==> src/hdl/mdir_pkg.sv <==
// ----------------------------------------------------------------------------
// mdir_pkg
// Shared types and constants for the MESI direct-mapped cache directory.
// ----------------------------------------------------------------------------
package mdir_pkg;

  // Default geometry of the directory.
  localparam int unsigned DefNumLines = 256;
  localparam int unsigned DefTagBits  = 20;

  // Fixed widths of the request and result fields on the stream ports.
  localparam int unsigned TypeFieldW  = 2;
  localparam int unsigned TagFieldW   = 20;
  localparam int unsigned IndexFieldW = 8;
  localparam int unsigned StateFieldW = 2;

  // Packed widths of the stream payloads, rounded up to whole bytes.
  localparam int unsigned ReqBits  = TypeFieldW + TagFieldW + IndexFieldW;
  localparam int unsigned ReqDataW = ((ReqBits + 7) / 8) * 8;
  localparam int unsigned RspBits  = 1 + 1 + TagFieldW + 1 + StateFieldW + TagFieldW;
  localparam int unsigned RspDataW = ((RspBits + 7) / 8) * 8;

  // Request kinds.
  typedef enum logic [TypeFieldW-1:0] {
    REQ_LOCAL_READ   = 2'd0,
    REQ_LOCAL_WRITE  = 2'd1,
    REQ_REMOTE_READ  = 2'd2,
    REQ_REMOTE_WRITE = 2'd3
  } req_e;

  // MESI line states, as stored and as reported.
  typedef enum logic [StateFieldW-1:0] {
    MESI_I = 2'd0,
    MESI_S = 2'd1,
    MESI_E = 2'd2,
    MESI_M = 2'd3
  } mesi_e;

  // Flags produced by the state update for one request.
  typedef struct packed {
    logic hit;
    logic wb_req;
    logic mem_inval;
  } upd_flags_t;

endpackage

==> src/hdl/mdir_next_state.sv <==
// ----------------------------------------------------------------------------
// mdir_next_state
// MESI transition and victim logic for one line and one request.
// ----------------------------------------------------------------------------
module mdir_next_state
  import mdir_pkg::*;
#(
  parameter int unsigned TagBits = DefTagBits
) (
  input  req_e               req_type_i,
  input  logic [TagBits-1:0] req_tag_i,
  input  logic [TagBits-1:0] cur_tag_i,
  input  mesi_e              cur_state_i,
  output logic [TagBits-1:0] new_tag_o,
  output mesi_e              new_state_o,
  output logic [TagBits-1:0] wb_tag_o,
  output upd_flags_t         flags_o
);

  logic hit;

  assign hit = (cur_tag_i == req_tag_i) && (cur_state_i != MESI_I);

  always_comb begin
    new_tag_o         = cur_tag_i;
    new_state_o       = cur_state_i;
    wb_tag_o          = '0;
    flags_o.hit       = hit;
    flags_o.wb_req    = 1'b0;
    flags_o.mem_inval = 1'b0;
    unique case (req_type_i) inside
      REQ_LOCAL_READ, REQ_LOCAL_WRITE: begin
        // A local miss refills the line; a Modified victim is written back.
        if (!hit) begin
          if (cur_state_i == MESI_M) begin
            flags_o.wb_req = 1'b1;
            wb_tag_o       = cur_tag_i;
          end
          new_tag_o   = req_tag_i;
          new_state_o = MESI_S;
        end
        if (req_type_i == REQ_LOCAL_WRITE) begin
          new_state_o       = MESI_M;
          flags_o.mem_inval = 1'b1;
        end
      end
      REQ_REMOTE_READ: begin
        if (hit) begin
          new_state_o = MESI_S;
        end
      end
      REQ_REMOTE_WRITE: begin
        if (hit) begin
          new_state_o = MESI_I;
        end
      end
      default: begin
        new_state_o = cur_state_i;
      end
    endcase
  end

endmodule

==> config.mk <==
export PLATFORM = sky130hd
export DESIGN_NAME = mdir_next_state
export DESIGN_NICKNAME = d
export VERILOG_FILES = /design/src/hdl/mdir_pkg.sv /design/src/hdl/mdir_next_state.sv
export SDC_FILE = /design/constraint.sdc
export NUM_CORES = 1
export LEC_CHECK = 0
export BUFFER_PORTS_ARGS = -buffer_cell sky130_fd_sc_hd__clkbuf_2
export CORE_ASPECT_RATIO = 0.7
export CORE_MARGIN = 2
export CORE_UTILIZATION = 40
export DETAILED_ROUTE_END_ITERATION = 10
export PLACE_DENSITY = 0.9
export SYNTH_ARGS = -nofsm -noshare
export SYNTH_HDL_FRONTEND = slang
export SYNTH_SLANG_ARGS = --single-unit
==> constraint.sdc <==
create_clock -name vclk -period 5.46
set_input_delay 0.819 -clock vclk [all_inputs]
set_output_delay 0.819 -clock vclk [all_outputs]
set_load 0.01 [all_outputs]
# Word-level counts from Yosys, hierarchy flattened
# Index checks and enable logic that the tools add are counted.
dict set report word_totals {
  word_cells 23
  input_bits 44
  reg_bits 0
}
dict set report op_classes {
  muxes 14
  n_eq_ne 5
  n_reduce_logical 4
}
# op n
set op_table {}
lappend op_table {{20-bit 2-to-1 mux} 5}
lappend op_table {{20-bit equality test} 1}
lappend op_table {{2-bit 2-to-1 mux} 5}
lappend op_table {{2-bit equality test, second input constant} 3}
lappend op_table {{2-bit case mux with 3 select lines} 1}
lappend op_table {{1-bit 2-to-1 mux} 3}
lappend op_table {{2-bit by 1-bit equality test with 1-bit output, second input constant} 1}
lappend op_table {{2-bit logical NOT} 1}
lappend op_table {{2-bit nonzero test} 1}
lappend op_table {{2-bit OR reduction} 1}
lappend op_table {{1-bit logical AND} 1}

# Longest topological paths before layout
# Gate-level depths: netlist of the first run.
dict set report logic_depth {
  ltp_word 5
  depth_mapped 6
  depth_no_buf 5
}

# Worst setup path after synthesis of the first run
# No wires, ideal clock.
dict set report synth_timing {
  kind {input to output}
  startpoint {in cur_tag_i[8]}
  endpoint {out new_tag_o[0]}
  t_arrival_ps 2058
  required_time_ps 4641
  path_stages 6
  slack_ps 2583
  cell_sequence {xnor2_1 nand4_1 nor3_4 a31o_4 buf_12 mux2_4}
}
dict set report synth_via {
  elab_chain_cells 4
}
# element line_no
set synth_rtl {}
lappend synth_rtl {{start, declared} mdir_next_state.sv:12} ;# input logic [TagBits-1:0] cur_tag_i,
lappend synth_rtl {{20-bit equality test} mdir_next_state.sv:22} ;# assign hit = (cur_tag_i == req_tag_i) && (cur_state_i != MESI_I);
lappend synth_rtl {{1-bit logical AND} mdir_next_state.sv:22}
lappend synth_rtl {{20-bit 2-to-1 mux} mdir_next_state.sv:34} ;# if (!hit) begin
lappend synth_rtl {{20-bit 2-to-1 mux} mdir_next_state.sv:31} ;# unique case (req_type_i) inside
lappend synth_rtl {{end, declared} mdir_next_state.sv:14} ;# output logic [TagBits-1:0] new_tag_o,
# Every way passes these cells.

# Worst setup path in the final report of the first run
dict set report layout_timing {
  startpoint {in cur_tag_i[8]}
  endpoint {out new_tag_o[8]}
}
dict set report layout_via {
  elab_chain_cells 4
}
# element line_no
set layout_rtl {}
lappend layout_rtl {{20-bit equality test} mdir_next_state.sv:22}
lappend layout_rtl {{1-bit logical AND} mdir_next_state.sv:22}
lappend layout_rtl {{20-bit 2-to-1 mux} mdir_next_state.sv:34}
lappend layout_rtl {{20-bit 2-to-1 mux (*)} mdir_next_state.sv:31}
# Every way passes the cells marked *; elsewhere a longest branch is shown, timed or not.

==> qor.txt, run 1 <==
Status: finished clean
Cell chain of the critical path: clkbuf_2, xnor2_1, nand4_1, nor3_4, a31o_4, mux2_4, clkbuf_2
Starting Density: 43.4%
Tot Pwr: 0.100 mW
Worst hold-check path type: input port to primary output
Hold Path Stages: 3
Worst setup SP type: input port
Sw Share: 45.3%
CP top delay family: simple AND/OR/NAND/NOR gates
Vias in the first global route: 923
Die Height: 41.9 um
Gpl congestion: 0.667
Pwr dens: 80.6 nW/um2
Fmax achieved: 297 MHz
Storage element area: 0 um2
Post-route ant nets: 0
Commonest cells in the netlist: mux2_4 (20), xnor2_1 (20), and2_1 (19)
Num rows: 13
Final Cycle Share: 61.6%
Power share of the clock group: 0%
Area growth from synthesis to layout: 51.9%
Die width: 58.1 um
Via-to-Cell Ratio: 4.88
Clk_buf instances: 0
WHS: 1980 ps
FF+latch count: 0
Antenna cells: 0
Hold-fix buffers, CTS: 0
Internal power: 0.0550 mW
Reg power frac: 0%
Top Ports: 89
Max Cap Viol: 0
Final Hold Vio Count: 0
Post-placement cell count: 194
Syn_area_per_cell: 9.31 um2
Unrepaired setup endpoints after global routing: false
Max-slew violations: 0
Worst vdd ir: 0.0000532 V
Top post-synthesis cells by area: mux2_4 (37%), xnor2_1 (21%), and2_1 (15%)
Remaining DRCs: 0
DR vias: 952
Layout Cells excl Fill: 195
Data required, critical path: 4640 ps
Initial antenna violation count: 0
Tot GR Track Use: 18.3%
Cell depth of the worst setup path: 7
Register area share after synthesis: 0%
Yosys cell types: 24
Post-synthesis cell count: 88
Drt pass-1 iters: 3
Synth Warn #: 0
Crit path kind: input port to primary output
Setup-failing EPs final: 0
I/O Buffers: 89
Worst path slowest cell: a31o_4
Core Footprint: 1890 um2
Crit. End Element: primary output
CP max stage delay: 480 ps
Final Core Density: 66.0%
Largest net degree at the start of global routing: 22
WP buf/inv: 2
TNS Setup: 0 ps
Crit path max fanout: 20
Initial DRC count: 16
Max-slew headroom at the worst pin: 61.4%
Final WL: 2340 um
Routed len/inst: 12.0 um
Detailed Place HPWL: 2020 um
Min cycle time layout: 3360 ps
Overflow after GRT: 0
Critical Path Most Common Cell: clkbuf_2
Combinational Power Share: 100.0%
CTS resizes: 0
Largest area contributor in the netlist: mux2_4
Die Footprint: 2430 um2
Leak Pwr: 0.709 nW
Net Switching: 0.0454 mW
Global-route wire length before repair: 3730 um
Top-area cell type share of the netlist area: 36.6%
Mapped Nets: 132
Postcts setup bufs: 0
Crit path DAT: 2540 ps
Netlist Area Pre-Place: 820 um2
Share of cells above drive strength 1: 67.1%
Final nets: 219
Worst-Margin Slew: 579 ps
[routing by layer]
layer	GRT usage [%]	wire length [um]	up-vias
li1	-	-	480
met1	21.1	931	418
met2	37.5	1210	54
met3	1.87	206	0
met4	0	0	0
met5	0	0	-
[worst min-delay path, cell delays in order]
cell and delay, ps:
clkbuf_2 150, nor2b_1 70, clkbuf_2 120
[cell type report]
type / count / area, um2
inverters: 1 / 3.75
well taps: 22 / 27.5
fillers: 151 / 642
multi-input cells: 82 / 761
repair buffers: 90 / 453
[cells by family (layout without fill, tap and decap cells)]
| group | after synthesis | after routing | synth area share (%) |
|---|---|---|---|
| AO/OA/AOI/OAI | 7 | 7 | 7.63 |
| XOR/XNOR | 20 | 20 | 21.4 |
| multiplexers | 20 | 20 | 36.6 |
| AND/OR/NAND/NOR | 35 | 35 | 27.2 |
| buffers and inverters | 6 | 91 | 7.18 |
[path summary, 6_finish.rpt]
path	end	slack, ps	start
worst min-delay path	flags_o[0]	1980	req_type_i[1]
worst max-delay path	new_tag_o[8]	2100	cur_tag_i[8]
[layout by cell type, fill, tap and decap left out, types with 2 or more instances in the layout]
master	instances
and2_1	19
clkbuf_2	89
mux2_4	20
nand2_1	2
nand4_1	5
nor2b_1	2
xnor2_1	20
[power groups by stage]
stage	clock, mW	combinational, mW	sequential (mW)
after floorplan	0	0.0595	0
after global placement	0	0.0975	0
after detailed placement	0	0.101	0
after CTS	0	0.101	0
after global routing	0	0.109	0
final	0	0.100	0
[through the flow]
stage	cell area, um2	setup slack, ps
finish	1240	2100
global route	1240	1950
CTS	1240	1970
detailed placement	1240	1970
global placement	1240	2040
floorplan	820	2580
No activity file was read; power rests on OpenSTA's default activity.
==> run 2, diff against run 1 <==
--- a/config.mk
+++ b/config.mk
@@ -8,9 +8,9 @@
 export BUFFER_PORTS_ARGS = -buffer_cell sky130_fd_sc_hd__clkbuf_2
 export CORE_ASPECT_RATIO = 0.7
 export CORE_MARGIN = 2
-export CORE_UTILIZATION = 40
+export CORE_UTILIZATION = 33
 export DETAILED_ROUTE_END_ITERATION = 10
-export PLACE_DENSITY = 0.9
+export PLACE_DENSITY = 0.8
 export SYNTH_ARGS = -nofsm -noshare
 export SYNTH_HDL_FRONTEND = slang
 export SYNTH_SLANG_ARGS = --single-unit
==> constraint.sdc (replaced) <==
create_clock -name vclk -period 2.95
set_input_delay 0.4425 -clock vclk [all_inputs]
set_output_delay 0.4425 -clock vclk [all_outputs]
set_load 0.01 [all_outputs]
==> qor.txt, run 2 (same netlist as run 1, synthesis figures left out) <==
Status: finished clean (unchanged)
Crit. End Element: primary output (unchanged)
Multi-input combinational cell area: 761 um2 (unchanged)
Commonest non-fill, non-tap cell in the layout: clkbuf_2 (unchanged)
Post-route ant nets: 0 (unchanged)
Final Hold Vio Count: 0 (unchanged)
Internal power: 0.102 mW (was 0.0550 mW)
Drt pass-1 iters: 4 (was 3)
Data required, critical path: 2510 ps (was 4640 ps)
Reg power frac: 0% (about the same)
Via-to-Cell Ratio: 4.59 (was 4.88)
Max-slew violations: 0 (unchanged)
Share of cells above drive strength 1: 67.1% (unchanged)
Max-slew headroom at the worst pin: 69.1% (was 61.4%)
Global-route wire length before repair: 3390 um (was 3730 um)
Core Footprint: 2400 um2 (was 1890 um2)
Die width: 63.6 um (was 58.1 um)
Antenna cells: 0 (unchanged)
Crit path DAT: 2160 ps (was 2540 ps)
Worst-Margin Slew: 464 ps (was 579 ps)
Clk_buf instances: 0 (unchanged)
FF+latch count: 0 (unchanged)
Filler cells: 243 (was 151)
Min cycle time layout: 2600 ps
Worst hold-check path type: input port to primary output (unchanged)
Postcts setup bufs: 0 (unchanged)
Storage element area: 0 um2 (unchanged)
Area growth from synthesis to layout: 53.7% (was 51.9%)
Combinational Power Share: 100.0% (about the same)
Crit path kind: input port to primary output (unchanged)
Leak Pwr: 0.709 nW (unchanged)
Unrepaired setup endpoints after global routing: false (unchanged)
Commonest non-fill, non-tap cells in the layout: clkbuf_2 (89), xnor2_1 (20), mux2_4 (20) (unchanged)
Worst setup SP type: input port (unchanged)
CTS resizes: 0 (unchanged)
Hold-fix buffers, CTS: 0 (unchanged)
Setup-failing EPs final: 0 (unchanged)
Final Cycle Share: 88.2%
Num rows: 15 (was 13)
Top Ports: 89 (unchanged)
Final nets: 219 (unchanged)
Pwr dens: 147 nW/um2 (was 80.6 nW/um2)
TNS Setup: 0 ps (unchanged)
Detailed Place HPWL: 1970 um (was 2020 um)
Die Footprint: 2900 um2 (was 2430 um2)
Largest net degree at the start of global routing: 21 (was 22)
Tot GR Track Use: 13.9% (was 18.3%)
Sw Share: 44.9% (was 45.3%)
Die Height: 45.7 um (was 41.9 um)
Gpl congestion: 0.762 (was 0.667)
Crit path max fanout: 20 (unchanged)
Fmax achieved: 384 MHz
DR vias: 950 (was 952)
Starting Density: 34.1% (was 43.4%)
WHS: 1220 ps (was 1980 ps)
I/O Buffers: 89 (unchanged)
Initial antenna violation count: 0 (unchanged)
Power share of the clock group: 0% (about the same)
Worst vdd ir: 0.0000567 V (was 0.0000532 V)
Overflow after GRT: 0 (unchanged)
Net Switching: 0.0830 mW (was 0.0454 mW)
Remaining DRCs: 0 (unchanged)
Final WL: 2270 um (was 2340 um)
Initial DRC count: 15 (was 16)
Routed len/inst: 11.0 um (was 12.0 um)
Max Cap Viol: 0 (unchanged)
Vias in the first global route: 831 (was 923)
## run 2: cell counts in the layout (fill, tap and decap cells not counted)
No cell type changed its count.
## run 2: per-layer routing
metal,track usage (%),up-vias,share of wire (%)
li1,-,480,-
met3,0.990,0,8.3
met1,17.3,420,42
met5,0,-,0
met2,28.2,50,49
met4,0.435,0,0
## run 2: power groups by stage
stage	Clock, mW	Sequential [mW]	Combinational, mW
after floorplan	0	0	0.110
after global placement	0	0	0.184
after detailed placement	0	0	0.187
after CTS	0	0	0.188
after global routing	0	0	0.201
final	0	0	0.185
## run 2: cell type report
cell class | count | area share, %
multi-input combinational | 82 | 60.4
timing repair buffer | 90 | 35.9
inverter | 1 | 0.298
tap | 34 | 3.38
## run 2: through the flow
step,instance area (um2),util (%),setup slack [ps],instances,total power [mW]
after floorplan,820,-,826,88,0.110
after global placement,1260,52.4,337,207,0.184
after detailed placement,1260,52.4,328,207,0.187
after CTS,1260,52.4,330,207,0.188
after global routing,1260,52.4,246,207,0.201
final,1260,52.4,348,207,0.185
## run 2: path summary, 6_finish.rpt
path,startpoint,end,depth (start not counted),slack [ps]
min,req_type_i[1],flags_o[0],3,1220
max,cur_tag_i[4],new_tag_o[4],7,350
## run 2: critical path, stage by stage
cell and delay [ps]:
clkbuf_2 110, xnor2_1 190, nand4_1 170, nor3_4 310, a31o_4 470, mux2_4 340
clkbuf_2 130
==> run 3, diff against run 2 <==
--- a/config.mk
+++ b/config.mk
@@ -5,10 +5,11 @@
 export SDC_FILE = /design/constraint.sdc
 export NUM_CORES = 1
 export LEC_CHECK = 0
+export ABC_AREA = 1
 export BUFFER_PORTS_ARGS = -buffer_cell sky130_fd_sc_hd__clkbuf_2
 export CORE_ASPECT_RATIO = 0.7
 export CORE_MARGIN = 2
-export CORE_UTILIZATION = 33
+export CORE_UTILIZATION = 36
 export DETAILED_ROUTE_END_ITERATION = 10
 export PLACE_DENSITY = 0.8
 export SYNTH_ARGS = -nofsm -noshare
==> qor.txt, run 3 <==
Die Height: 47.4 um (was 45.7 um)
Remaining DRCs: 0 (unchanged)
Initial antenna violation count: 0 (unchanged)
Pwr dens: 135 nW/um2 (was 147 nW/um2)
I/O Buffers: 89 (unchanged)
Post-synthesis cell count: 212 (was 88)
Tot Pwr: 0.192 mW (was 0.185 mW)
Final nets: 341 (was 219)
Crit path DAT: 1930 ps (was 2160 ps)
Drt pass-1 iters: 4 (unchanged)
Sw Share: 59.3% (was 44.9%)
Reg power frac: 0% (about the same)
Post-route ant nets: 0 (unchanged)
Register area share after synthesis: 0% (unchanged)
Initial DRC count: 35 (was 15)
Num rows: 15 (unchanged)
Mapped Nets: 256 (was 132)
Yosys cell types: 19 (was 24)
Min cycle time layout: 2370 ps (was 2600 ps)
Max Cap Viol: 0 (unchanged)
Antenna cells: 0 (unchanged)
Vias in the first global route: 1111 (was 831)
Clk_buf instances: 0 (unchanged)
Die Footprint: 3130 um2 (was 2900 um2)
Unrepaired setup endpoints after global routing: false (unchanged)
Leak Pwr: 0.953 nW (was 0.709 nW)
Commonest non-fill, non-tap cells in the layout: clkbuf_2 (89), nand2_1 (86), inv_1 (34) (was clkbuf_2 (89), xnor2_1 (20), mux2_4 (20))
Top post-synthesis cells by area: nand2_1 (33%), nor2_2 (14%), inv_1 (13%) (was mux2_4 (37%), xnor2_1 (21%), and2_1 (15%))
Largest net degree at the start of global routing: 31 (was 21)
Top Ports: 89 (unchanged)
Post-placement cell count: 329 (was 207)
Crit path max fanout: 20 (unchanged)
Via-to-Cell Ratio: 4.32 (was 4.59)
Detailed Place HPWL: 2540 um (was 1970 um)
Gpl congestion: 0.669 (was 0.762)
Cell chain of the critical path: clkbuf_2, inv_1, nand2_1, nand2_1, and2_0, nand2_1, nor2_1, nand3_2, nand3_2, nor2_2, clkbuf_2 (was clkbuf_2, xnor2_1, nand4_1, nor3_4, a31o_4, mux2_4, clkbuf_2)
Crit path kind: input port to primary output (unchanged)
Combinational Power Share: 100.0% (about the same)
WP buf/inv: 3 (was 2)
Worst path slowest cell: nand3_2 (was a31o_4)
Hold-fix buffers, CTS: 0 (unchanged)
Top-area cell type share of the netlist area: 33.3% (was 36.6%)
Storage element area: 0 um2 (unchanged)
Most common cell in the netlist: nand2_1
CP top delay family: simple AND/OR/NAND/NOR gates (unchanged)
Commonest non-fill, non-tap cell in the layout: clkbuf_2 (unchanged)
Critical Path Most Common Cell: nand2_1 (was clkbuf_2)
Share of cells above drive strength 1: 41.4% (was 67.1%)
Die width: 66.0 um (was 63.6 um)
Layout Cells excl Fill: 329 (was 207)
Max-slew headroom at the worst pin: 58.9% (was 69.1%)
CTS resizes: 0 (unchanged)
Netlist Area Pre-Place: 968 um2 (was 820 um2)
Worst hold-check path type: input port to primary output (unchanged)
Fmax achieved: 422 MHz (was 384 MHz)
Commonest cells in the netlist: nand2_1 (86), inv_1 (34), nor2_2 (21) (was mux2_4 (20), xnor2_1 (20), and2_1 (19))
Net Switching: 0.114 mW (was 0.0830 mW)
Routed len/inst: 8.71 um (was 11.0 um)
Global-route wire length before repair: 4530 um (was 3390 um)
Core Footprint: 2510 um2 (was 2400 um2)
Tot GR Track Use: 18.1% (was 13.9%)
Power share of the clock group: 0% (about the same)
Final Hold Vio Count: 0 (unchanged)
Crit. End Element: primary output (unchanged)
Overflow after GRT: 0 (unchanged)
Max-slew violations: 0 (unchanged)
Final Cycle Share: 80.3% (was 88.2%)
CP max stage delay: 480 ps (was 470 ps)
Worst vdd ir: 0.0000571 V (was 0.0000567 V)
Area growth from synthesis to layout: 46.5% (was 53.7%)
Status: finished clean (unchanged)
Internal power: 0.0782 mW (was 0.102 mW)
Synth Warn #: 0 (unchanged)
Largest area contributor in the netlist: nand2_1 (was mux2_4)
Postcts setup bufs: 0 (unchanged)
Syn_area_per_cell: 4.57 um2 (was 9.31 um2)
Data required, critical path: 2510 ps (about the same)
Starting Density: 38.5% (was 34.1%)
Worst setup SP type: input port (unchanged)
FF+latch count: 0 (unchanged)
TNS Setup: 0 ps (unchanged)
DR vias: 1422 (was 950)
Setup-failing EPs final: 0 (unchanged)
Worst-Margin Slew: 616 ps (was 464 ps)
Final WL: 2870 um (was 2270 um)
[run 3: cell types whose count changed in the layout (fill, tap and decap cells not counted), moves of 3 or more]
cell / before / now
nor2_2: 1 / 21
o21ai_0: 0 / 20
and2_1: 19 / 0
nand3_1: 1 / 4
inv_1: 1 / 34
xnor2_1: 20 / 6
nand2_1: 2 / 86
nor2_1: 1 / 14
mux2_4: 20 / 0
inv_2: 0 / 8
[run 3: metrics by stage]
stage | instance area, um2 | setup WS (ps) | hold WS (ps) | utilization (%)
floorplan | 968 | 1230 | 966 | -
global placement | 1420 | 537 | 1180 | 56.4
detailed placement | 1420 | 568 | 1190 | 56.4
CTS | 1420 | 559 | 1190 | 56.4
global route | 1420 | 411 | 1210 | 56.4
finish | 1420 | 582 | 1190 | 56.4
[run 3: metal layers]
layer | GRT usage [%] | wire length [um]
met5 | 0 | 0
met3 | 0.240 | 228
met4 | 0 | 0
met2 | 33.3 | 1190
met1 | 25.8 | 1450
[run 3: worst paths after layout]
kind | from | end | slack (ps) | depth (start not counted)
hold / removal | req_type_i[0] | flags_o[0] | 1190 | 4
setup / recovery | cur_tag_i[19] | wb_tag_o[18] | 580 | 11
[run 3: area by class of cell]
type	count	area, um2
fillers	278	1100
inverters	42	158
multi-input cells	163	766
well taps	34	42.5
repair buffers	90	453
[run 3: power by group through the flow]
stage	clock network [mW]	registers [mW]	logic [mW]
final	0	0	0.192
after global routing	0	0	0.219
after detailed placement	0	0	0.194
after global placement	0	0	0.191
after floorplan	0	0	0.109
after CTS	0	0	0.194
[run 3: cells by family (layout without fill, tap and decap cells)]
family / Yosys count / in the layout / share of synthesized area, %
AND/OR/NAND/NOR: 132 / 132 / 59.7
XOR/XNOR: 8 / 8 / 7.24
AO/OA/AOI/OAI: 23 / 23 / 12.1
buffers and inverters: 49 / 132 / 20.9
